===== src/hw/rtl/lpmc_pkg.sv =====
// ----------------------------------------------------------------------------
// LED pattern mode controller package
// Shared codes, item types, reset values and the pairing sine table.
// ----------------------------------------------------------------------------
package lpmc_pkg;

  // Input operation codes
  typedef enum logic [1:0] {
    OP_TICK     = 2'd0,
    OP_SET_MODE = 2'd1,
    OP_BLINK    = 2'd2,
    OP_NOP      = 2'd3
  } op_t;

  // Display modes; blinking is only entered through a blink request
  typedef enum logic [2:0] {
    MODE_MANUAL  = 3'd0,
    MODE_CYCLE   = 3'd1,
    MODE_BATTERY = 3'd2,
    MODE_PAIRING = 3'd3,
    MODE_BLINK   = 3'd4
  } mode_t;

  // Configuration register indexes
  typedef enum logic [1:0] {
    CFG_CYCLE_STEP   = 2'd0,
    CFG_BATTERY_STEP = 2'd1,
    CFG_PAIRING_STEP = 2'd2,
    CFG_IDLE_POLL    = 2'd3
  } cfg_addr_t;

  // Reset values of the step registers
  localparam logic [15:0] CYCLE_STEP_RST   = 16'd1000;
  localparam logic [15:0] BATTERY_STEP_RST = 16'd25;
  localparam logic [15:0] PAIRING_STEP_RST = 16'd30;
  localparam logic [15:0] IDLE_POLL_RST    = 16'd250;

  // Battery ramp end points
  localparam logic [7:0] RAMP_LOW  = 8'h01;
  localparam logic [7:0] RAMP_HIGH = 8'hFF;

  // Sine breathing table
  localparam int SINE_STEPS = 64;
  localparam int ROM_SIZE   = 64;
  localparam int SINE_W     = $clog2(SINE_STEPS);
  localparam int ROM_W      = $clog2(ROM_SIZE);

  localparam logic [7:0] SINE_ROM [ROM_SIZE] = '{
    8'd60, 8'd64, 8'd69, 8'd74, 8'd79, 8'd83, 8'd87, 8'd91,
    8'd95, 8'd98, 8'd101, 8'd104, 8'd106, 8'd107, 8'd109, 8'd109,
    8'd109, 8'd109, 8'd109, 8'd107, 8'd106, 8'd104, 8'd101, 8'd98,
    8'd95, 8'd91, 8'd87, 8'd83, 8'd79, 8'd74, 8'd69, 8'd64,
    8'd60, 8'd55, 8'd50, 8'd45, 8'd40, 8'd36, 8'd32, 8'd28,
    8'd24, 8'd21, 8'd18, 8'd15, 8'd13, 8'd12, 8'd10, 8'd10,
    8'd10, 8'd10, 8'd10, 8'd12, 8'd13, 8'd15, 8'd18, 8'd21,
    8'd24, 8'd28, 8'd32, 8'd36, 8'd40, 8'd45, 8'd50, 8'd54
  };

  // One input beat
  typedef struct packed {
    op_t         op;
    logic [1:0]  mode_request;
    logic [7:0]  blink_count;
    logic [15:0] blink_period_ms;
    logic [7:0]  blink_red;
    logic [7:0]  blink_green;
    logic [7:0]  blink_blue;
  } item_t;

  // Step times from the configuration registers
  typedef struct packed {
    logic [15:0] cycle_step_ms;
    logic [15:0] low_battery_step_ms;
    logic [15:0] pairing_step_ms;
    logic [15:0] idle_poll_ms;
  } cfg_t;

  // Countdown load for a step time; zero behaves like one
  function automatic logic [15:0] arm_wait(input logic [15:0] ticks);
    return (ticks == 16'd0) ? 16'd0 : ticks - 16'd1;
  endfunction

endpackage


===== src/hw/rtl/lpmc_if.sv =====
// ----------------------------------------------------------------------------
// LED pattern mode controller channels
// Valid/ready interfaces for the command, result and configuration channels.
// ----------------------------------------------------------------------------
interface lpmc_in_if;
  logic        valid;
  logic        ready;
  logic [1:0]  op;
  logic [1:0]  mode_request;
  logic [7:0]  blink_count;
  logic [15:0] blink_period_ms;
  logic [7:0]  blink_red;
  logic [7:0]  blink_green;
  logic [7:0]  blink_blue;

  modport source (
    output valid, op, mode_request, blink_count, blink_period_ms,
           blink_red, blink_green, blink_blue,
    input  ready
  );
  modport sink (
    input  valid, op, mode_request, blink_count, blink_period_ms,
           blink_red, blink_green, blink_blue,
    output ready
  );
endinterface

interface lpmc_out_if;
  logic       valid;
  logic       ready;
  logic [7:0] led_red;
  logic [7:0] led_green;
  logic [7:0] led_blue;
  logic       led_written;
  logic [2:0] mode_now;

  modport source (
    output valid, led_red, led_green, led_blue, led_written, mode_now,
    input  ready
  );
  modport sink (
    input  valid, led_red, led_green, led_blue, led_written, mode_now,
    output ready
  );
endinterface

interface lpmc_cfg_if;
  logic        valid;
  logic        ready;
  logic [1:0]  addr;
  logic [15:0] data;

  modport source (output valid, addr, data, input ready);
  modport sink (input valid, addr, data, output ready);
endinterface


===== src/hw/rtl/lpmc_cfg_regs.sv =====
// ----------------------------------------------------------------------------
// LED pattern mode controller configuration registers
// Holds the four step times, written through the configuration channel.
// ----------------------------------------------------------------------------
module lpmc_cfg_regs
  import lpmc_pkg::*;
(
  input  logic           clk,
  input  logic           rst_n,
  lpmc_cfg_if.sink       cfg_ch,
  output cfg_t           cfg
);

  cfg_t cfg_r;

  // Always take a write beat
  assign cfg_ch.ready = 1'b1;
  assign cfg          = cfg_r;

  // Decode the register index and store the data
  always_ff @(posedge clk) begin
    if (!rst_n) begin
      cfg_r.cycle_step_ms       <= CYCLE_STEP_RST;
      cfg_r.low_battery_step_ms <= BATTERY_STEP_RST;
      cfg_r.pairing_step_ms     <= PAIRING_STEP_RST;
      cfg_r.idle_poll_ms        <= IDLE_POLL_RST;
    end else if (cfg_ch.valid) begin
      unique case (cfg_addr_t'(cfg_ch.addr))
        CFG_CYCLE_STEP:   cfg_r.cycle_step_ms       <= cfg_ch.data;
        CFG_BATTERY_STEP: cfg_r.low_battery_step_ms <= cfg_ch.data;
        CFG_PAIRING_STEP: cfg_r.pairing_step_ms     <= cfg_ch.data;
        CFG_IDLE_POLL:    cfg_r.idle_poll_ms        <= cfg_ch.data;
        default: ;
      endcase
    end
  end

endmodule


===== src/hw/rtl/lpmc_in_stage.sv =====
// ----------------------------------------------------------------------------
// LED pattern mode controller input register
// Captures one command beat and holds it until the core consumes it.
// ----------------------------------------------------------------------------
module lpmc_in_stage
  import lpmc_pkg::*;
(
  input  logic      clk,
  input  logic      rst_n,
  lpmc_in_if.sink   in_ch,
  input  logic      take,
  output logic      item_valid,
  output item_t     item
);

  logic  valid_r;
  item_t item_r;
  logic  load;

  // Accept when empty or when the held beat leaves this cycle
  assign in_ch.ready = !valid_r || take;
  assign load        = in_ch.valid && in_ch.ready;
  assign item_valid  = valid_r;
  assign item        = item_r;

  // Track occupancy
  always_ff @(posedge clk) begin
    if (!rst_n) begin
      valid_r <= 1'b0;
    end else if (load) begin
      valid_r <= 1'b1;
    end else if (take) begin
      valid_r <= 1'b0;
    end
  end

  // Capture the payload
  always_ff @(posedge clk) begin
    if (load) begin
      item_r.op              <= op_t'(in_ch.op);
      item_r.mode_request    <= in_ch.mode_request;
      item_r.blink_count     <= in_ch.blink_count;
      item_r.blink_period_ms <= in_ch.blink_period_ms;
      item_r.blink_red       <= in_ch.blink_red;
      item_r.blink_green     <= in_ch.blink_green;
      item_r.blink_blue      <= in_ch.blink_blue;
    end
  end

endmodule


===== src/hw/rtl/lpmc_core.sv =====
// ----------------------------------------------------------------------------
// LED pattern mode controller core
// Mode state, step countdown, pattern generators and the result register.
// ----------------------------------------------------------------------------
module lpmc_core
  import lpmc_pkg::*;
(
  input  logic       clk,
  input  logic       rst_n,
  input  cfg_t       cfg,
  input  logic       item_valid,
  input  item_t      item,
  output logic       take,
  lpmc_out_if.source out_ch
);

  // Mode and pattern state
  mode_t             active_mode_r, active_mode_nxt;
  logic [1:0]        saved_mode_r, saved_mode_nxt;
  logic [15:0]       wait_left_r, wait_left_nxt;
  logic [8:0]        phases_left_r, phases_left_nxt;
  logic [15:0]       half_period_r, half_period_nxt;
  logic [23:0]       blink_color_r, blink_color_nxt;
  logic [7:0]        battery_level_r, battery_level_nxt;
  logic              ramp_rising_r, ramp_rising_nxt;
  logic [1:0]        cycle_index_r, cycle_index_nxt;
  logic [SINE_W-1:0] sine_phase_r, sine_phase_nxt;
  logic [23:0]       shown_color_r, shown_color_nxt;

  // Result register
  logic              out_valid_r;
  logic [23:0]       out_color_r;
  logic              out_written_r;
  mode_t             out_mode_r;

  // Step scratch values
  mode_t             step_mode;
  logic              written;
  logic [1:0]        cyc;
  logic              rising;
  logic [SINE_W-1:0] ph;
  logic [ROM_W-1:0]  rom_idx;
  logic [7:0]        sine_val;

  // Consume the held beat when the result slot is free or draining
  assign take = item_valid && (!out_valid_r || out_ch.ready);

  assign out_ch.valid       = out_valid_r;
  assign out_ch.led_red     = out_color_r[23:16];
  assign out_ch.led_green   = out_color_r[15:8];
  assign out_ch.led_blue    = out_color_r[7:0];
  assign out_ch.led_written = out_written_r;
  assign out_ch.mode_now    = out_mode_r;

  // Next state for one beat
  always_comb begin
    active_mode_nxt   = active_mode_r;
    saved_mode_nxt    = saved_mode_r;
    wait_left_nxt     = wait_left_r;
    phases_left_nxt   = phases_left_r;
    half_period_nxt   = half_period_r;
    blink_color_nxt   = blink_color_r;
    battery_level_nxt = battery_level_r;
    ramp_rising_nxt   = ramp_rising_r;
    cycle_index_nxt   = cycle_index_r;
    sine_phase_nxt    = sine_phase_r;
    shown_color_nxt   = shown_color_r;
    written           = 1'b0;
    step_mode         = active_mode_r;

    // Pattern helpers
    cyc      = (cycle_index_r > 2'd2) ? 2'd0 : cycle_index_r;
    rising   = (battery_level_r == RAMP_LOW)  ? 1'b1 :
               (battery_level_r == RAMP_HIGH) ? 1'b0 : ramp_rising_r;
    ph       = ({1'b0, sine_phase_r} >= (SINE_W + 1)'(SINE_STEPS)) ? '0 : sine_phase_r;
    rom_idx  = ROM_W'((32'(ph) * ROM_SIZE) / SINE_STEPS);
    sine_val = SINE_ROM[rom_idx];

    unique case (item.op)
      OP_TICK: begin
        if (wait_left_r != 16'd0) begin
          wait_left_nxt = wait_left_r - 16'd1;
        end else begin
          // Finished blink falls back to the saved mode on this boundary
          if (active_mode_r == MODE_BLINK && phases_left_r == 9'd0) begin
            step_mode = mode_t'({1'b0, saved_mode_r});
          end
          active_mode_nxt = step_mode;
          written         = (step_mode != MODE_MANUAL);
          case (step_mode)
            MODE_CYCLE: begin
              case (cyc)
                2'd0:    shown_color_nxt = 24'hFF0000;
                2'd1:    shown_color_nxt = 24'h00FF00;
                default: shown_color_nxt = 24'h0000FF;
              endcase
              cycle_index_nxt = (cyc == 2'd2) ? 2'd0 : cyc + 2'd1;
              wait_left_nxt   = arm_wait(cfg.cycle_step_ms);
            end
            MODE_BATTERY: begin
              ramp_rising_nxt   = rising;
              battery_level_nxt = rising ? {battery_level_r[6:0], 1'b1}
                                         : {1'b0, battery_level_r[7:1]};
              shown_color_nxt   = {battery_level_nxt, 16'h0000};
              wait_left_nxt     = arm_wait(cfg.low_battery_step_ms);
            end
            MODE_PAIRING: begin
              shown_color_nxt = {8'h00, 1'b0, sine_val[7:1], sine_val};
              sine_phase_nxt  = (ph == SINE_W'(SINE_STEPS - 1)) ? '0 : ph + 1'b1;
              wait_left_nxt   = arm_wait(cfg.pairing_step_ms);
            end
            MODE_BLINK: begin
              shown_color_nxt = phases_left_r[0] ? 24'h000000 : blink_color_r;
              phases_left_nxt = phases_left_r - 9'd1;
              wait_left_nxt   = arm_wait(half_period_r);
            end
            default: begin
              wait_left_nxt = arm_wait(cfg.idle_poll_ms);
            end
          endcase
        end
      end
      OP_SET_MODE: begin
        if (active_mode_r != MODE_BLINK) begin
          active_mode_nxt = mode_t'({1'b0, item.mode_request});
        end
      end
      OP_BLINK: begin
        if (active_mode_r != MODE_BLINK) begin
          saved_mode_nxt  = active_mode_r[1:0];
          active_mode_nxt = MODE_BLINK;
          phases_left_nxt = {item.blink_count, 1'b0};
          half_period_nxt = {1'b0, item.blink_period_ms[15:1]};
          blink_color_nxt = {item.blink_red, item.blink_green, item.blink_blue};
        end
      end
      default: ;
    endcase
  end

  // Control state
  always_ff @(posedge clk) begin
    if (!rst_n) begin
      active_mode_r   <= MODE_MANUAL;
      saved_mode_r    <= 2'd0;
      wait_left_r     <= 16'd0;
      phases_left_r   <= 9'd0;
      half_period_r   <= 16'd0;
      blink_color_r   <= 24'h000000;
      battery_level_r <= RAMP_LOW;
      ramp_rising_r   <= 1'b1;
      cycle_index_r   <= 2'd0;
      sine_phase_r    <= '0;
      shown_color_r   <= 24'h000000;
      out_valid_r     <= 1'b0;
    end else begin
      if (take) begin
        active_mode_r   <= active_mode_nxt;
        saved_mode_r    <= saved_mode_nxt;
        wait_left_r     <= wait_left_nxt;
        phases_left_r   <= phases_left_nxt;
        half_period_r   <= half_period_nxt;
        blink_color_r   <= blink_color_nxt;
        battery_level_r <= battery_level_nxt;
        ramp_rising_r   <= ramp_rising_nxt;
        cycle_index_r   <= cycle_index_nxt;
        sine_phase_r    <= sine_phase_nxt;
        shown_color_r   <= shown_color_nxt;
      end
      // Hold the result until the receiver takes the beat
      if (take) begin
        out_valid_r <= 1'b1;
      end else if (out_ch.ready) begin
        out_valid_r <= 1'b0;
      end
    end
  end

  // Result payload
  always_ff @(posedge clk) begin
    if (take) begin
      out_color_r   <= shown_color_nxt;
      out_written_r <= written;
      out_mode_r    <= active_mode_nxt;
    end
  end

endmodule


===== src/hw/rtl/led_pattern_mode_controller_unit.sv =====
// ----------------------------------------------------------------------------
// LED pattern mode controller
// Drives one RGB LED color from 1 ms ticks, mode commands and blink requests.
// ----------------------------------------------------------------------------
// Usage:
//   in_ch  : one beat per tick, set-mode command or one-shot blink request.
//   out_ch : one beat per input beat, in order: the LED color now shown,
//            whether this beat wrote a new color, and the active mode
//            (4 while blinking).
//   cfg_ch : writes the four step times (addr 0 cycle, 1 low battery,
//            2 pairing, 3 manual poll); always ready, write only when idle.
// An input beat passes through the input register, then through the mode
// logic into the result register.
// The block takes one beat per cycle while out_ch is not stalled.
// When out_ch stalls, the result register and the input register each hold
// one beat, then in_ch.ready drops until the result is taken.
// Reset (rst_n low, synchronous) selects manual mode with the LED off,
// clears both registers and loads the default step times.
// ----------------------------------------------------------------------------
module led_pattern_mode_controller_unit
  import lpmc_pkg::*;
(
  input  logic       clk,
  input  logic       rst_n,
  lpmc_in_if.sink    in_ch,
  lpmc_out_if.source out_ch,
  lpmc_cfg_if.sink   cfg_ch
);

  cfg_t  cfg;
  item_t item;
  logic  item_valid;
  logic  take;

  // Step time registers
  lpmc_cfg_regs u_cfg_regs (
    .clk    (clk),
    .rst_n  (rst_n),
    .cfg_ch (cfg_ch),
    .cfg    (cfg)
  );

  // Command input register
  lpmc_in_stage u_in_stage (
    .clk        (clk),
    .rst_n      (rst_n),
    .in_ch      (in_ch),
    .take       (take),
    .item_valid (item_valid),
    .item       (item)
  );

  // Mode logic and result register
  lpmc_core u_core (
    .clk        (clk),
    .rst_n      (rst_n),
    .cfg        (cfg),
    .item_valid (item_valid),
    .item       (item),
    .take       (take),
    .out_ch     (out_ch)
  );

endmodule


===== src/flat_wrapper.sv =====
// flat-port wrapper written by rule: the top's interface ports become plain ports
module led_pattern_mode_controller_unit_flat import lpmc_pkg::*;
  (clk, rst_n, in_ch_valid, in_ch_op, in_ch_mode_request, in_ch_blink_count, in_ch_blink_period_ms, in_ch_blink_red, in_ch_blink_green, in_ch_blink_blue, in_ch_ready, out_ch_valid, out_ch_led_red, out_ch_led_green, out_ch_led_blue, out_ch_led_written, out_ch_mode_now, out_ch_ready, cfg_ch_valid, cfg_ch_addr, cfg_ch_data, cfg_ch_ready);
  lpmc_in_if in_ch_i ();
  lpmc_out_if out_ch_i ();
  lpmc_cfg_if cfg_ch_i ();
  input  logic clk;
  input  logic rst_n;
  input wire logic [$bits(in_ch_i.valid)-1:0] in_ch_valid;
  input wire logic [$bits(in_ch_i.op)-1:0] in_ch_op;
  input wire logic [$bits(in_ch_i.mode_request)-1:0] in_ch_mode_request;
  input wire logic [$bits(in_ch_i.blink_count)-1:0] in_ch_blink_count;
  input wire logic [$bits(in_ch_i.blink_period_ms)-1:0] in_ch_blink_period_ms;
  input wire logic [$bits(in_ch_i.blink_red)-1:0] in_ch_blink_red;
  input wire logic [$bits(in_ch_i.blink_green)-1:0] in_ch_blink_green;
  input wire logic [$bits(in_ch_i.blink_blue)-1:0] in_ch_blink_blue;
  output wire logic [$bits(in_ch_i.ready)-1:0] in_ch_ready;
  output wire logic [$bits(out_ch_i.valid)-1:0] out_ch_valid;
  output wire logic [$bits(out_ch_i.led_red)-1:0] out_ch_led_red;
  output wire logic [$bits(out_ch_i.led_green)-1:0] out_ch_led_green;
  output wire logic [$bits(out_ch_i.led_blue)-1:0] out_ch_led_blue;
  output wire logic [$bits(out_ch_i.led_written)-1:0] out_ch_led_written;
  output wire logic [$bits(out_ch_i.mode_now)-1:0] out_ch_mode_now;
  input wire logic [$bits(out_ch_i.ready)-1:0] out_ch_ready;
  input wire logic [$bits(cfg_ch_i.valid)-1:0] cfg_ch_valid;
  input wire logic [$bits(cfg_ch_i.addr)-1:0] cfg_ch_addr;
  input wire logic [$bits(cfg_ch_i.data)-1:0] cfg_ch_data;
  output wire logic [$bits(cfg_ch_i.ready)-1:0] cfg_ch_ready;
  assign in_ch_i.valid = in_ch_valid;
  assign in_ch_i.op = in_ch_op;
  assign in_ch_i.mode_request = in_ch_mode_request;
  assign in_ch_i.blink_count = in_ch_blink_count;
  assign in_ch_i.blink_period_ms = in_ch_blink_period_ms;
  assign in_ch_i.blink_red = in_ch_blink_red;
  assign in_ch_i.blink_green = in_ch_blink_green;
  assign in_ch_i.blink_blue = in_ch_blink_blue;
  assign in_ch_ready = in_ch_i.ready;
  assign out_ch_valid = out_ch_i.valid;
  assign out_ch_led_red = out_ch_i.led_red;
  assign out_ch_led_green = out_ch_i.led_green;
  assign out_ch_led_blue = out_ch_i.led_blue;
  assign out_ch_led_written = out_ch_i.led_written;
  assign out_ch_mode_now = out_ch_i.mode_now;
  assign out_ch_i.ready = out_ch_ready;
  assign cfg_ch_i.valid = cfg_ch_valid;
  assign cfg_ch_i.addr = cfg_ch_addr;
  assign cfg_ch_i.data = cfg_ch_data;
  assign cfg_ch_ready = cfg_ch_i.ready;
  led_pattern_mode_controller_unit u_core (.clk(clk), .rst_n(rst_n), .in_ch(in_ch_i), .out_ch(out_ch_i), .cfg_ch(cfg_ch_i));
endmodule

===== config.mk =====
export PLATFORM = sky130hd
export DESIGN_NAME = led_pattern_mode_controller_unit_flat
export DESIGN_NICKNAME = d
export VERILOG_FILES = /design/src/hw/rtl/lpmc_pkg.sv /design/src/hw/rtl/lpmc_if.sv /design/src/hw/rtl/lpmc_cfg_regs.sv /design/src/hw/rtl/lpmc_in_stage.sv /design/src/hw/rtl/lpmc_core.sv /design/src/hw/rtl/led_pattern_mode_controller_unit.sv /design/src/flat_wrapper.sv
export SDC_FILE = /design/constraint.sdc
export NUM_CORES = 1
export LEC_CHECK = 0
export BUFFER_PORTS_ARGS = -buffer_cell sky130_fd_sc_hd__buf_4
export CAP_MARGIN = 20
export CORE_AREA = 5 5 183 185
export CTS_CLUSTER_SIZE = 40
export DETAILED_ROUTE_END_ITERATION = 8
export DIE_AREA = 0 0 188 190
export GPL_TIMING_DRIVEN = 0
export PLACE_DENSITY_LB_ADDON = 0.1
export REMOVE_ABC_BUFFERS = 1
export SETUP_SLACK_MARGIN = 0.2
export SLEW_MARGIN = 30
export SYNTH_ARGS = -nofsm -noshare
export SYNTH_HDL_FRONTEND = slang
export SYNTH_SLANG_ARGS = --single-unit

===== constraint.sdc =====
create_clock -name clk -period 6.1 [get_ports clk]
set_input_delay 0.305 -clock clk [delete_from_list [all_inputs] [get_ports clk]]
set_output_delay 0.305 -clock clk [all_outputs]
set_load 0.05 [all_outputs]

==> results list, run 1 <==
* Period utilisation layout: 66.3%
* Number of hold violations in the final report: 0
- The min-delay analysis places its worst path in the category in2reg.
- During I/O placement, the number of pins put on the boundary was 106.
* Clock buffer count from CTS: 30
- Sorting the synthesized cells by how often they occur yields nand2_1, dfxtp_1, a21oi_1.
- After Yosys synthesis, full adders, half adders and majority gates account for 2.51% of the synthesized area.
- Pin count of the biggest net entering global routing: 89
- Tot Pwr: 4080 uW
- The number of gates resized after CTS was 0.
* DRC marker count from the first detailed-route iteration: 688
* WHS: 0.0331 ns
- Cells taking the most area after synthesis: dfxtp_1, edfxtp_1, nand2_1
- I/O Buffers: 103
- Remaining max-slew budget at the tightest pin: 36.4%
- The first global-routing pass estimated 55.2 mm of wire.
- Result of the run: finished clean
- The routed design could run at a clock period as short as 4.05 ns.
- CTS H-tree depth: 1
- Across the run, the number of max-cap violations was 0.
* Areal power density over the cells: 268 nW/um^2
- Placed wire-length estimate after detailed placement: 23.6 mm
- Final RePlAce weighted congestion: 0.829
- The synthesized netlist devotes 4.07% of its cell area to XOR and XNOR gates.
- RSZ-0062 raised after global routing: no
- Data required time of the critical path: 6.55 ns
- Source of the critical timing path: u_core.u_core.wait_left_r[0]
- TritonCTS built the clock tree.
- Reg2reg start: u_core.u_core.wait_left_r[0]
- Initial Util: 39.2%
- Initial antenna violation count: 0
- Mapped Cells: 1468
- The number of setup buffers added after CTS is 0.
- After global routing the overflow that remains totals 0.
- Complex-gate fraction of the synthesized area: 18.6%
- Measured in cells, the most critical reg-to-reg path has a length of 10.
* FFs w/ async S/R, synth: 0%
- Clock latency on the worst-skew pair, taken at its later pin, is 0.55 ns.
- The number of global-route vias before repair was 10230.
* Largest vdd supply drop: 0.222 mV
* Largest area contributor in the netlist: dfxtp_1
* Combined flip-flop and latch cell area: 5900 um^2
* DR DRC count: 0
- The most used flip-flop cell after synthesis is dfxtp_1.
- CP startpoint kind: flop
- The routed design has 34.2 mm of wire.
- Setup violations remaining at the end of the flow were counted as 0.
- Counting distinct cell types in the post-synthesis netlist gives 78.
* CTS root buf: clkbuf_16
- Pins over their slew limit: 0
- Simple-gate share of the synthesized area: 22.4%
* Floorplan die area: 35700 um^2
- Clock slew seen by the registers of the worst setup and hold paths: 0.06 ns
- # hold bufs at CTS: 60
- In this run the most critical hold path is launched from cfg_ch_data[15].
- Cell depth of the worst hold path: 3
* Die X: 188 um
* Synthesis Warnings: 0
- The cell area that synthesis handed to floorplanning was 12500 um^2.
- The floorplan has 66 rows.
- WP data arrival: 4.50 ns
- Counting flops and latches in the post-synthesis netlist gives 255.
- Of the post-synthesis cell area, the dominant cell type holds 28.2%.
- Largest family of logic cells by synthesized area: simple AND/OR/NAND/NOR gates
* Share of synthesized area spent on multiplexers: 1.31%
- No sink is reached through more buffers than the 3 on the longest clock path.
- Counting the fill cells in the layout gives 3108.
- Kind of critical path: reg2reg
* Static leakage power: 0.00538 uW
* Kind of end point of the critical path: flop
- Summing all multi-input logic gate instances after layout gives 6160 um^2.
- For the final database, setup skew stands at 0.00866 ns.
- Most used standard cell by instance count after synthesis: nand2_1
- EDFF count, synth: 79
- Number of optimization iterations in the first detailed-route pass: 5
- From bottom edge to top edge, the die measures 190 um.
* Fmax: 247 MHz
- The detail route stage leaves a number of antenna-violating nets equal to 0.
- Core area: 31900 um^2
* Proportion of synthesized chip area in sequential cells: 47.2%
- Across every metal layer, demand over resource in global routing totals 18.7%.
* Routed len/inst: 17.0 um
- Layout cell share with drive strength beyond 1: 11.8%
- Final setup TNS: 0 ns
- Slew @ Worst Pin: 0.954 ns
- The area growth from synthesis to layout is 21.7%.
- In this run the worst path has a maximum fanout of 29.
- A synthesized cell averages 8.50 um^2.
* Nets: 1682
- Via density per instance: 5.32
- The detailed router placed 10728 vias in this run.
* Sinks on the clock net: 255
-- critical path, stage by stage (launching register included) --
cell and delay (ns):
dfxtp_1 0.33, inv_1 0.10, ha_1 0.19, nor3b_1 0.31, nor4b_2 0.54, and3_1 0.75, nand3_2 0.59, nor2_4 0.62
buf_16 0.24, nor2_1 0.05, a211oi_1 0.21
-- worst paths after layout --
path                                                   endpoint  slack [ns]
worst max-delay path            u_core.u_core.shown_color_r[23]        2.05
worst min-delay path                  u_core.u_cfg_regs.cfg[63]        0.03
worst max register to register  u_core.u_core.shown_color_r[23]        2.05
worst min register to register   u_core.u_core.blink_color_r[4]        0.46
-- stage by stage --
| stage | std cells | area (um^2) | util, % | worst slack, ns |
|---|---|---|---|---|
| final | 2015 | 15200 | 47.7 | 2.05 |
| after global routing | 2014 | 15200 | 47.7 | 1.60 |
| after CTS | 2014 | 15200 | 47.6 | 2.03 |
| after detailed placement | 1898 | 13600 | 42.7 | 2.08 |
| after global placement | 1888 | 13400 | 42.0 | -0.890 |
| after floorplan | 1377 | 12100 | - | 1.42 |
-- kinds of logic (layout without fill, tap and decap cells) --
| family | count (synthesis) | after routing |
|---|---|---|
| xor+xnor | 58 | 58 |
| mux | 15 | 15 |
| fa+ha+maj | 25 | 25 |
| simple gates | 611 | 611 |
| buf+inv | 121 | 259 |
| flops | 255 | 255 |
| other cells | 1 | 2 |
| compound gates | 382 | 382 |
-- cell type report --
cell class              instances  area share [%]
diodes                          1          0.0165
clock buffers                  48            5.86
clock inverters                 8           0.560
inverters                      30           0.791
multi-input cells            1092            40.6
flip-flops and latches        255            38.8
well taps                     408            3.36
repair buffers                173            10.0
-- metal layers --
metal	part of all wire, %	track usage [%]	routed length [um]	vias to the layer above
met2	48	32.0	16300	231
met3	4.5	2.81	1550	52
met5	0	0	0	-
met1	45	24.8	15500	4997
li1	-	-	-	5448
met4	2.5	4.83	866	0
-- registers in the layout, summed over array words and instances, names as in the netlist, 2 cells and up --
name,cells
u_core.u_core.battery_level_r,8
u_core.u_core.out_color_r,24
u_core.u_core.phases_left_r,9
u_core.u_core.half_period_r,15
u_core.u_core.out_ch.mode_now,3
u_core.u_core.wait_left_r,16
u_core.u_cfg_regs.cfg,64
u_core.u_in_stage.item,51
u_core.u_core.active_mode_r,3
u_core.u_core.shown_color_r,24
u_core.u_core.saved_mode_r,2
u_core.u_core.ph,6
u_core.u_core.blink_color_r,24
u_core.u_core.cycle_index_r,2
-- placed cells by master (no fill, tap or decap), drive strengths merged, types with 4 or more instances in the layout --
cell	instances
a211oi	48
a21oi	153
a221oi	6
a31oi	5
and2	7
and3	4
buf	113
clkbuf	48
clkinv	6
dfxtp	176
dlygate4sd3	60
edfxtp	79
ha	25
inv	30
mux2i	13
nand2	311
nand2b	9
nand3	40
nand4	9
nor2	104
nor2b	10
nor3	40
nor3b	8
nor4	24
nor4b	4
o211ai	8
o21ai	83
o22a	5
o22ai	23
o31ai	9
o32ai	5
or2	8
or3	12
or4	9
xnor2	37
xor2	21
-- power by group --
group / internal [uW] / total, uW / switching, uW
combinational: 173 / 446 / 273
sequential: 1810 / 1860 / 46.2
clock: 1070 / 1770 / 697
Note: power is estimated with default switching activity, not from simulation.
==> run 2, diff against run 1 <==
--- a/config.mk
+++ b/config.mk
@@ -5,12 +5,13 @@
 export SDC_FILE = /design/constraint.sdc
 export NUM_CORES = 1
 export LEC_CHECK = 0
+export ABC_AREA = 1
 export BUFFER_PORTS_ARGS = -buffer_cell sky130_fd_sc_hd__buf_4
 export CAP_MARGIN = 20
-export CORE_AREA = 5 5 183 185
+export CORE_AREA = 5 5 191 193
 export CTS_CLUSTER_SIZE = 40
 export DETAILED_ROUTE_END_ITERATION = 8
-export DIE_AREA = 0 0 188 190
+export DIE_AREA = 0 0 196 198
 export GPL_TIMING_DRIVEN = 0
 export PLACE_DENSITY_LB_ADDON = 0.1
 export REMOVE_ABC_BUFFERS = 1
==> constraint.sdc (replaced) <==
create_clock -name clk -period 4.05 [get_ports clk]
set_input_delay 0.2025 -clock clk [delete_from_list [all_inputs] [get_ports clk]]
set_output_delay 0.2025 -clock clk [all_outputs]
set_load 0.05 [all_outputs]
==> results list, run 2 <==
- Result of the run: finished clean
- The area of the multi-input gates was 6560 um^2 (+6.4%).
- Part of the total power dissipated in the clock network: 41.2% (-2.3 points)
- Among all flip-flop cells after synthesis, the most frequent one is dfxtp_1.
- The total negative setup slack came to 0 ns (unchanged).
* DR DRC count: 0 (unchanged)
- The half-perimeter wire length after placement is 27.8 mm (+18%).
* Routed len/inst: 15.6 um (-7.9%)
- Area share of the leading cell type in the synthesized netlist: 25.8% (-2.4 points)
* Initial antenna violation count: 1 (+1)
* CP bufs+invs: 3 (+1)
* # Max-Cap Violations: 0 (unchanged)
* GRT Residual Overflow: 0 (unchanged)
* Most common cell after layout, fill and taps aside: nand2_1
- RSZ-0062 raised after global routing: no
* Highest-count cells in the layout ignoring fill and taps: nand2_1, nor2_1, inv_1, o21ai_0, dfxtp_1
* Hold Crit Class: in2reg
* Kind of end point of the critical path: flop
* Via count of the first global-routing pass: 11949 (+17%)
* Final setup skew: 0.0165 ns (+0.00780 ns)
- The maximum fanout along the worst path is 39 (+34%).
* Via density per instance: 5.03 (-5.5%)
- Grouping stages by cell kind, the critical path spends the most delay in simple AND/OR/NAND/NOR gates.
- Average cell area after synthesis: 7.16 um^2 (-16%)
* Total vias in the final route: 12684 (+18%)
* FFs w/ async S/R, synth: 0% (unchanged)
- The minimum period implied by the final worst setup slack was 3.50 ns (-0.543 ns).
- Number of distinct library cells after synthesis: 46 (-41%)
* Clock tree from TritonCTS: done
- The latest clock arrival within the worst-skew pair is 0.57 ns (+0.02 ns).
- Design internal power: 4770 uW (+56%)
- The placer congestion estimate is 0.886 (+6.9%).
* Mapped Cells: 1905 (+30%)
* Count of pins on the block boundary: 106 (unchanged)
- Data required time of the critical path: 4.38 ns (-2.17 ns)
* Combined flip-flop and latch cell area: 5900 um^2 (unchanged)
* Number of cells on the worst reg-to-reg path: 14 (+4)
- # fillers: 3502 (+13%)
- The die outline area is 38800 um^2 (+8.6%).
* Die X: 196 um (+4.3%)
* Proportion of synthesized chip area in sequential cells: 43.2% (-4.0 points)
- Relative to the synthesized area, the layout overhead comes to 20.7%.
- The cell that appears most often on the critical path is nand2_1.
- The final net count was 2143 (+27%).
* Critical path depth in cells: 14 (+4)
- The number of enable-type register cells in the synthesized netlist is 79 (unchanged).
- The count of buffers inserted at the top-level ports was 103 (unchanged).
- Kind of critical path: reg2reg
- The detailed-route wire length was 39.4 mm (+15%).
- Delay of the slowest critical-path stage: 0.40 ns (-0.35 ns)
- Reg2reg start: u_core.u_core.phases_left_r[0]
* Die outline height: 198 um (+4.2%)
* Sinks on the clock net: 255 (unchanged)
- The max-slew headroom at the worst pin is 39.2% (+2.8 points).
- Slew @ Worst Pin: 0.911 ns (-0.0426 ns)
- The max-slew violation count was 0 (unchanged).
- Pin count of the biggest net entering global routing: 148 (+66%)
- The power density normalized to cell area was 403 nW/um^2 (+50%).
* Fmax: 285 MHz (+16%)
- DRC marker count from the first detailed-route iteration: 861 (+25%)
- WP data arrival: 3.83 ns (-0.67 ns)
- By count the netlist is led by nand2_1, nor2_1, inv_1.
- Max reg flops: 64 (unchanged)
* Cells taking the most area after synthesis: dfxtp_1, edfxtp_1, nand2_1
* CTS H-tree depth: 1 (unchanged)
* Core area: 34400 um^2 (+7.8%)
- Total setup violations reported at the end of the flow: 0 (unchanged)
- Maximum clock insertion buffer count: 3 (unchanged)
- Following the worst setup path forward leads to its endpoint at u_core.u_core.out_color_r[11].
- The total CTS buffers was 29 (-3.3%).
* Period utilisation layout: 86.5% (+20 points)
- Mapped Area: 13600 um^2 (+9.2%)
- The total routing resource utilization after global routing is 19.9% (+1.3 points).
- The hold violation total from the final report was 0 (unchanged).
* Post-placement cell area: 14700 um^2 (+8.2%)
* Wire length of the first global-routing pass: 63.5 mm (+15%)
* Clock slew seen by the registers of the worst setup and hold paths: 0.06 ns (about the same)
* Combinational group share of total power: 15.9% (+4.9 points)
* Synthesis Warnings: 0 (unchanged)
* Diodes inserted: 0 (-1)
- Tracing the worst setup path back leads to its startpoint at u_core.u_core.phases_left_r[0].
- The site row count was 68 (+3.0%).
- The finished layout cell area came to 16500 um^2 (+8.3%).
- The leakage power is 0.00738 uW (+37%).
* Endpoint of the most critical register-to-register path: u_core.u_core.out_color_r[11]
- Post-Route Utilization: 47.9% (+0.21 points)
- The cell sitting at the root of the clock tree is a clkbuf_16.
- The starting density of the core is 39.7% (+0.51 points).
- Number of optimization iterations in the first detailed-route pass: 5 (unchanged)
- The number of synthesized register bits came to 255 (unchanged).
- Largest area contributor in the netlist: dfxtp_1
- Most used standard cell by instance count after synthesis: nand2_1
- The register-to-register path setup slack came to 0.55 ns (-1.51 ns).
- Sw frac: 28.2% (+3.2 points)
- The net switching component of the power came to 1870 uW (+84%).
- Slowest cell on crit path: nand2_1
* Largest vdd supply drop: 0.378 mV (+70%)
- Layout cell share with drive strength beyond 1: 9.83% (-2.0 points)
* CP startpoint kind: flop
- Sequential Power Share: 42.9% (-2.7 points)
- List of cells traversed by the critical path: clkinvlp_4 > ha_1 > nand2_1 > nor2_2 > nand3_2 > nand2_4 > nor2_4 > nand2_1 > nand2_4 > nand2_4 > inv_2 > nand2_1 > nand2_1 > inv_1
- The final antenna-violating net count came to 0 (unchanged).
- The total power consumption of the routed design is 6640 uW (+63%).
-- run 2: cell types whose count changed after synthesis, sizes merged, moves of 16 or more --
cell	before	now
a211oi	48	4
nor4	24	0
inv	30	236
nand3	40	150
nand2	311	357
xor2	21	39
xnor2	37	10
clkbuf	73	51
nor2	104	306
o22ai	23	0
o21ai	83	209
nor3	40	24
-- run 2: cell type report --
cell class	instances	area share (%)
multi-input cells	1340	39.8
flip-flops and latches	255	35.8
repair buffers	177	9.31
inverters	240	5.54
clock buffers	41	5.06
well taps	455	3.46
clock inverters	13	0.973
-- run 2: worst min-delay path by stage --
stage,from,to,slack [ns],cells past startpoint
5_1_grt,cfg_ch_addr[0],u_core.u_cfg_regs.cfg[19],0.03,3
3_5_place_dp,in_ch_blink_blue[2],u_core.u_in_stage.item[2],0.38,1
4_1_cts,cfg_ch_addr[0],u_core.u_cfg_regs.cfg[19],0.002,3
6_report,cfg_ch_addr[0],u_core.u_cfg_regs.cfg[19],0.03,3
2_1_floorplan,rst_n,u_core.u_cfg_regs.cfg[7],0.29,1
3_3_place_gp,in_ch_blink_red[2],u_core.u_in_stage.item[18],0.38,1
-- run 2: per-stage QoR --
| stage | setup WS (ns) | std cells | hold slack, ns |
|---|---|---|---|
| 3_3_place_gp | -0.0326 | 2392 | 0.381 |
| 5_1_grt | 0.310 | 2521 | 0.0260 |
| 3_5_place_dp | 0.0695 | 2394 | 0.382 |
| 6_report | 0.547 | 2521 | 0.0271 |
| 4_1_cts | 0.203 | 2517 | 0.00244 |
| 2_1_floorplan | 0.799 | 1834 | 0.287 |
-- run 2: power by group through the flow --
| stage | logic, uW | clock network [uW] | registers, uW |
|---|---|---|---|
| 4_1_cts | 1050 | 2800 | 2850 |
| 3_3_place_gp | 980 | 0 | 2900 |
| 3_5_place_dp | 994 | 0 | 2900 |
| 5_1_grt | 1190 | 2910 | 2860 |
| 2_1_floorplan | 611 | 0 | 2950 |
| 6_report | 1050 | 2730 | 2850 |
-- run 2: per-layer routing --
metal | track usage (%) | routed length, um | vias up
met3 | 2.67 | 1940 | 48
met2 | 32.6 | 18000 | 254
met5 | 0 | 0 | -
li1 | - | - | 6507
met4 | 4.42 | 688 | 0
met1 | 28.4 | 18800 | 5875
-- run 2: what timing repair did --
| item | 4_1_cts | 5_1_grt |
|---|---|---|
| hold buffers | 69 | 0 |
| endpoints found under the setup margin | 13 | 47 |
| gates resized for setup | 1 | 1 |
| pin swaps | 1 | 1 |
| hold endpoints to repair | 104 | 0 |
| cloned | 0 | 1 |
| setup buffers | 0 | 3 |
-- run 2: worst reg2reg max path, cell delays in order, from the launching register on --
cell and delay, ns:
dfxtp_1 0.38, clkinvlp_4 0.38, ha_1 0.36, nand2_1 0.07, nor2_2 0.08, nand3_2 0.11
nand2_4 0.10, nor2_4 0.23, nand2_1 0.40, nand2_4 0.33, nand2_4 0.29, inv_2 0.28
nand2_1 0.10, nand2_1 0.10, inv_1 0.04
-- run 2: logic make-up after synthesis --
kind of cell               count (synthesis)  synth area share, %
AOI/OAI and AO/OA                        397                 15.4
buffers and inverters                    311                 8.86
DFF                                      255                 43.2
other                                      1               0.0275
xor gates and xnor gates                  49                 3.15
and+or+nand+nor                          867                 27.0
adders and majority gates                 25                 2.29
==> run 3, diff against run 2 <==
--- a/config.mk
+++ b/config.mk
@@ -8,15 +8,15 @@
 export ABC_AREA = 1
 export BUFFER_PORTS_ARGS = -buffer_cell sky130_fd_sc_hd__buf_4
 export CAP_MARGIN = 20
-export CORE_AREA = 5 5 191 193
+export CORE_AREA = 5 5 166 168
 export CTS_CLUSTER_SIZE = 40
 export DETAILED_ROUTE_END_ITERATION = 8
-export DIE_AREA = 0 0 196 198
+export DIE_AREA = 0 0 171 173
 export GPL_TIMING_DRIVEN = 0
 export PLACE_DENSITY_LB_ADDON = 0.1
 export REMOVE_ABC_BUFFERS = 1
 export SETUP_SLACK_MARGIN = 0.2
-export SLEW_MARGIN = 30
 export SYNTH_ARGS = -nofsm -noshare
 export SYNTH_HDL_FRONTEND = slang
+export SYNTH_HIERARCHICAL = 1
 export SYNTH_SLANG_ARGS = --single-unit
==> results list, run 3 <==
* Global-route usage over all layers: 25.6% (+5.7 points)
- Worst slack after detailed placement: 0.0462 ns (-0.0233 ns)
- The number of flip-flops under the largest register name came to 64 (unchanged).
- The total cell area at the placement stage was 15000 um^2 (+1.8%).
* # Max-Cap Violations: 0 (unchanged)
- The peak supply drop is 0.351 mV (-7.1%).
* Via count of the first global-routing pass: 12492 (+4.5%)
* Number of cells on the worst reg-to-reg path: 13 (-1)
- Maximum clock insertion buffer count: 3 (unchanged)
- The number of cells traversed by the worst hold path came to 3 (unchanged).
- The placer congestion estimate is 0.898 (+1.4%).
- The data arrival time of the critical path was 3.83 ns (about the same).
- The top cell types in the final layout, fill and taps aside, are nand2_1, nor2_1, inv_1, dfxtp_1, nand3_1.
- The total global routing overflow was 0 (unchanged).
- The total CTS buffers was 28 (-3.4%).
- DRC marker count from the first detailed-route iteration: 1269 (+47%)
- The post-CTS clock slew at the launch and capture registers of the worst setup and hold paths was 0.06 ns (about the same).
- The highest achievable clock rate was 282 MHz (-1.2%).
- The startpoint identified for the worst register-to-register timing path is u_core/u_core/phases_left_r[0].
- TritonCTS built the clock tree.
- The die outline area was 29600 um^2 (-24%).
- The total I/O pin count was 106 (unchanged).
* Slack of the worst reg-to-reg path: 0.50 ns (-0.04 ns)
- The power density normalized to cell area came to 412 nW/um^2 (+2.1%).
- Mapped Cells: 2028 (+6.5%)
- Delay of the slowest critical-path stage: 0.47 ns (+0.07 ns)
- The worst-margin pin slew came to 1.03 ns (+0.121 ns).
- Largest fanout on the critical path: 32 (-18%)
* Die X: 171 um (-13%)
- Placed wire-length estimate after detailed placement: 26.7 mm (-4.0%)
- The first-pass GRT wire length was 62.7 mm (-1.2%).
- # fillers: 2285 (-35%)
- Initial Util: 54.4% (+15 points)
- Routed len/inst: 15.7 um (+0.42%)
- The maximum level of the CTS H-tree was 1 (unchanged).
* Kind of end point of the critical path: flop
- Total setup violations reported at the end of the flow: 0 (unchanged)
- The total negative setup slack was 0 ns (unchanged).
* I/O Buffers: 103 (unchanged)
- CTS placed an instance of clkbuf_16 at the clock tree root.
- Slowest cell on crit path: dfxtp_1
- Data required time of the critical path: 4.34 ns (-0.04 ns)
* List of cells traversed by the critical path: clkinvlp_4 > ha_1 > nand2_1 > nor2_1 > nand2_2 > nand2_4 > clkinv_2 > o21ai_2 > nand2_2 > nor2_2 > nand3b_1 > nand2_1 > inv_1
- Static leakage power: 0.00777 uW (+5.3%)
* Nets: 2259 (+5.4%)
* Mapped Area: 14000 um^2 (+2.8%)
- The path with the worst hold slack has its endpoint at u_core/u_cfg_regs/cfg[17].
- Least setup slack across all paths after layout: 0.504 ns (-0.0436 ns)
- The final design utilization is 64.8% (+17 points).
* Die outline height: 173 um (-13%)
- Initial antenna violation count: 1 (unchanged)
- DR DRC count: 0 (unchanged)
* CP startpoint kind: flop
* Pin count of the biggest net entering global routing: 91 (-39%)
- The final antenna-violating net count is 0 (unchanged).
- Endpoint of the most critical register-to-register path: u_core/u_core/out_color_r[2]
* Number of hold violations in the final report: 0 (unchanged)
- Remaining max-slew budget at the tightest pin: 31.0% (-8.2 points)
- The count of yosys warnings during synthesis came to 6 (+6).
- The detailed-route wire length is 39.5 mm (+0.26%).
- Number of optimization iterations in the first detailed-route pass: 7 (+2)
- Final setup skew: 0.0128 ns (-0.00371 ns)
* Non-Filler Cell Area, Final: 16700 um^2 (+1.5%)
- Kind of critical path: reg2reg
- Sinks on the clock net: 255 (unchanged)
- Launch instance of the worst min-delay path: cfg_ch_addr[1]
- Layout overhead on the synthesized area: 19.1%
- The number of vias after detailed routing was 13406 (+5.7%).
- The max-slew violation count was 0 (unchanged).
- Source of the critical timing path: u_core/u_core/phases_left_r[0]
- Via density per instance: 5.33 (+5.9%)
- The site row count is 59 (-13%).
- The share of layout cells above drive strength 1 was 9.81% (-0.014 points).
* Hold Crit Class: in2reg
- The flow ran to the end, and the final reports show no timing, DRC or antenna violations.
* Tot Pwr: 6880 uW (+3.6%)
- Period utilisation layout: 87.6% (+1.1 points)
- The core footprint is 25800 um^2 (-25%).
* Final critical delay including setup and external delays: 3.55 ns (+0.0436 ns)
- RSZ-0062 raised after global routing: no
- The library cell used most frequently in the layout, excluding fill and tap cells, is nand2_1.
* Average cell area after synthesis: 6.91 um^2 (-3.4%)
- Clk_lat worst skew: 0.54 ns (-0.03 ns)
[run 3: cell types whose count changed in the layout (fill, tap and decap cells not counted), moves of 12 or more]
cell / delta
nand2_1: +128
nand3_1: -13
nor2_1: +65
nor3_1: -12
o211ai_1: -13
nand3b_1: +12
o21ai_0: -70
a21oi_1: -17
[run 3: repair_timing]
item,4_1_cts,5_1_grt
buffers inserted,0,1
resized for setup,1,5
gates cloned,0,2
hold buffers,69,0
setup endpoints to repair,9,81
pin swaps,0,2
endpoints found under the hold margin,106,0
[run 3: how the worst max path moves through the flow]
stage / end / cells after the start
2_1_floorplan: u_core/u_in_stage/item[0] / 5
5_1_grt: u_core/u_core/out_color_r[2] / 13
4_1_cts: u_core/u_core/out_color_r[4] / 13
3_5_place_dp: u_core/u_core/battery_level_r[0] / 11
3_3_place_gp: u_core/u_in_stage/item[39] / 7
6_report: u_core/u_core/out_color_r[2] / 13
[run 3: report_power, final]
part | switching (uW) | leakage (uW) | total (uW) | internal [uW]
Combinational | 871 | 0.00508 | 1310 | 436
Sequential | 100 | 0.00220 | 2900 | 2800
Clock | 1060 | 0.000487 | 2660 | 1600
[run 3: metrics by stage]
step | hold WS, ns | std cells
5_1_grt | 0.0520 | 2517
4_1_cts | 0.0119 | 2513
3_5_place_dp | 0.382 | 2392
3_3_place_gp | 0.381 | 2386
6_report | 0.0389 | 2517
2_1_floorplan | 0.287 | 1948
[run 3: routing by layer]
metal | wire, um | global-route usage, % | up-vias
met4 | 1260 | 8.19 | 0
met5 | 0 | 0 | -
met3 | 2180 | 3.42 | 86
li1 | - | - | 6781
met1 | 17300 | 33.8 | 6151
met2 | 18800 | 43.5 | 388
[run 3: critical path: cells and delay by family (launching register included)]
kind / cells / cell delay, ns
DFF: 1 / 0.47
buffers and inverters: 3 / 0.83
AOI/OAI and AO/OA: 1 / 0.27
adders and majority gates: 1 / 0.20
and+or+nand+nor: 8 / 1.52
[run 3: cell type report]
class / count / area [um^2] / area share [%]
Antenna cell: 1 / 2.50 / 0.0150
Timing Repair inverter: 1 / 5.00 / 0.0300
Multi-Input combinational cell: 1456 / 6900 / 41.3
Timing Repair Buffer: 179 / 1600 / 9.59
Clock inverter: 17 / 163 / 0.974
Tap cell: 335 / 419 / 2.51
Clock buffer: 35 / 810 / 4.85
Inverter: 238 / 898 / 5.38
Sequential cell: 255 / 5900 / 35.3
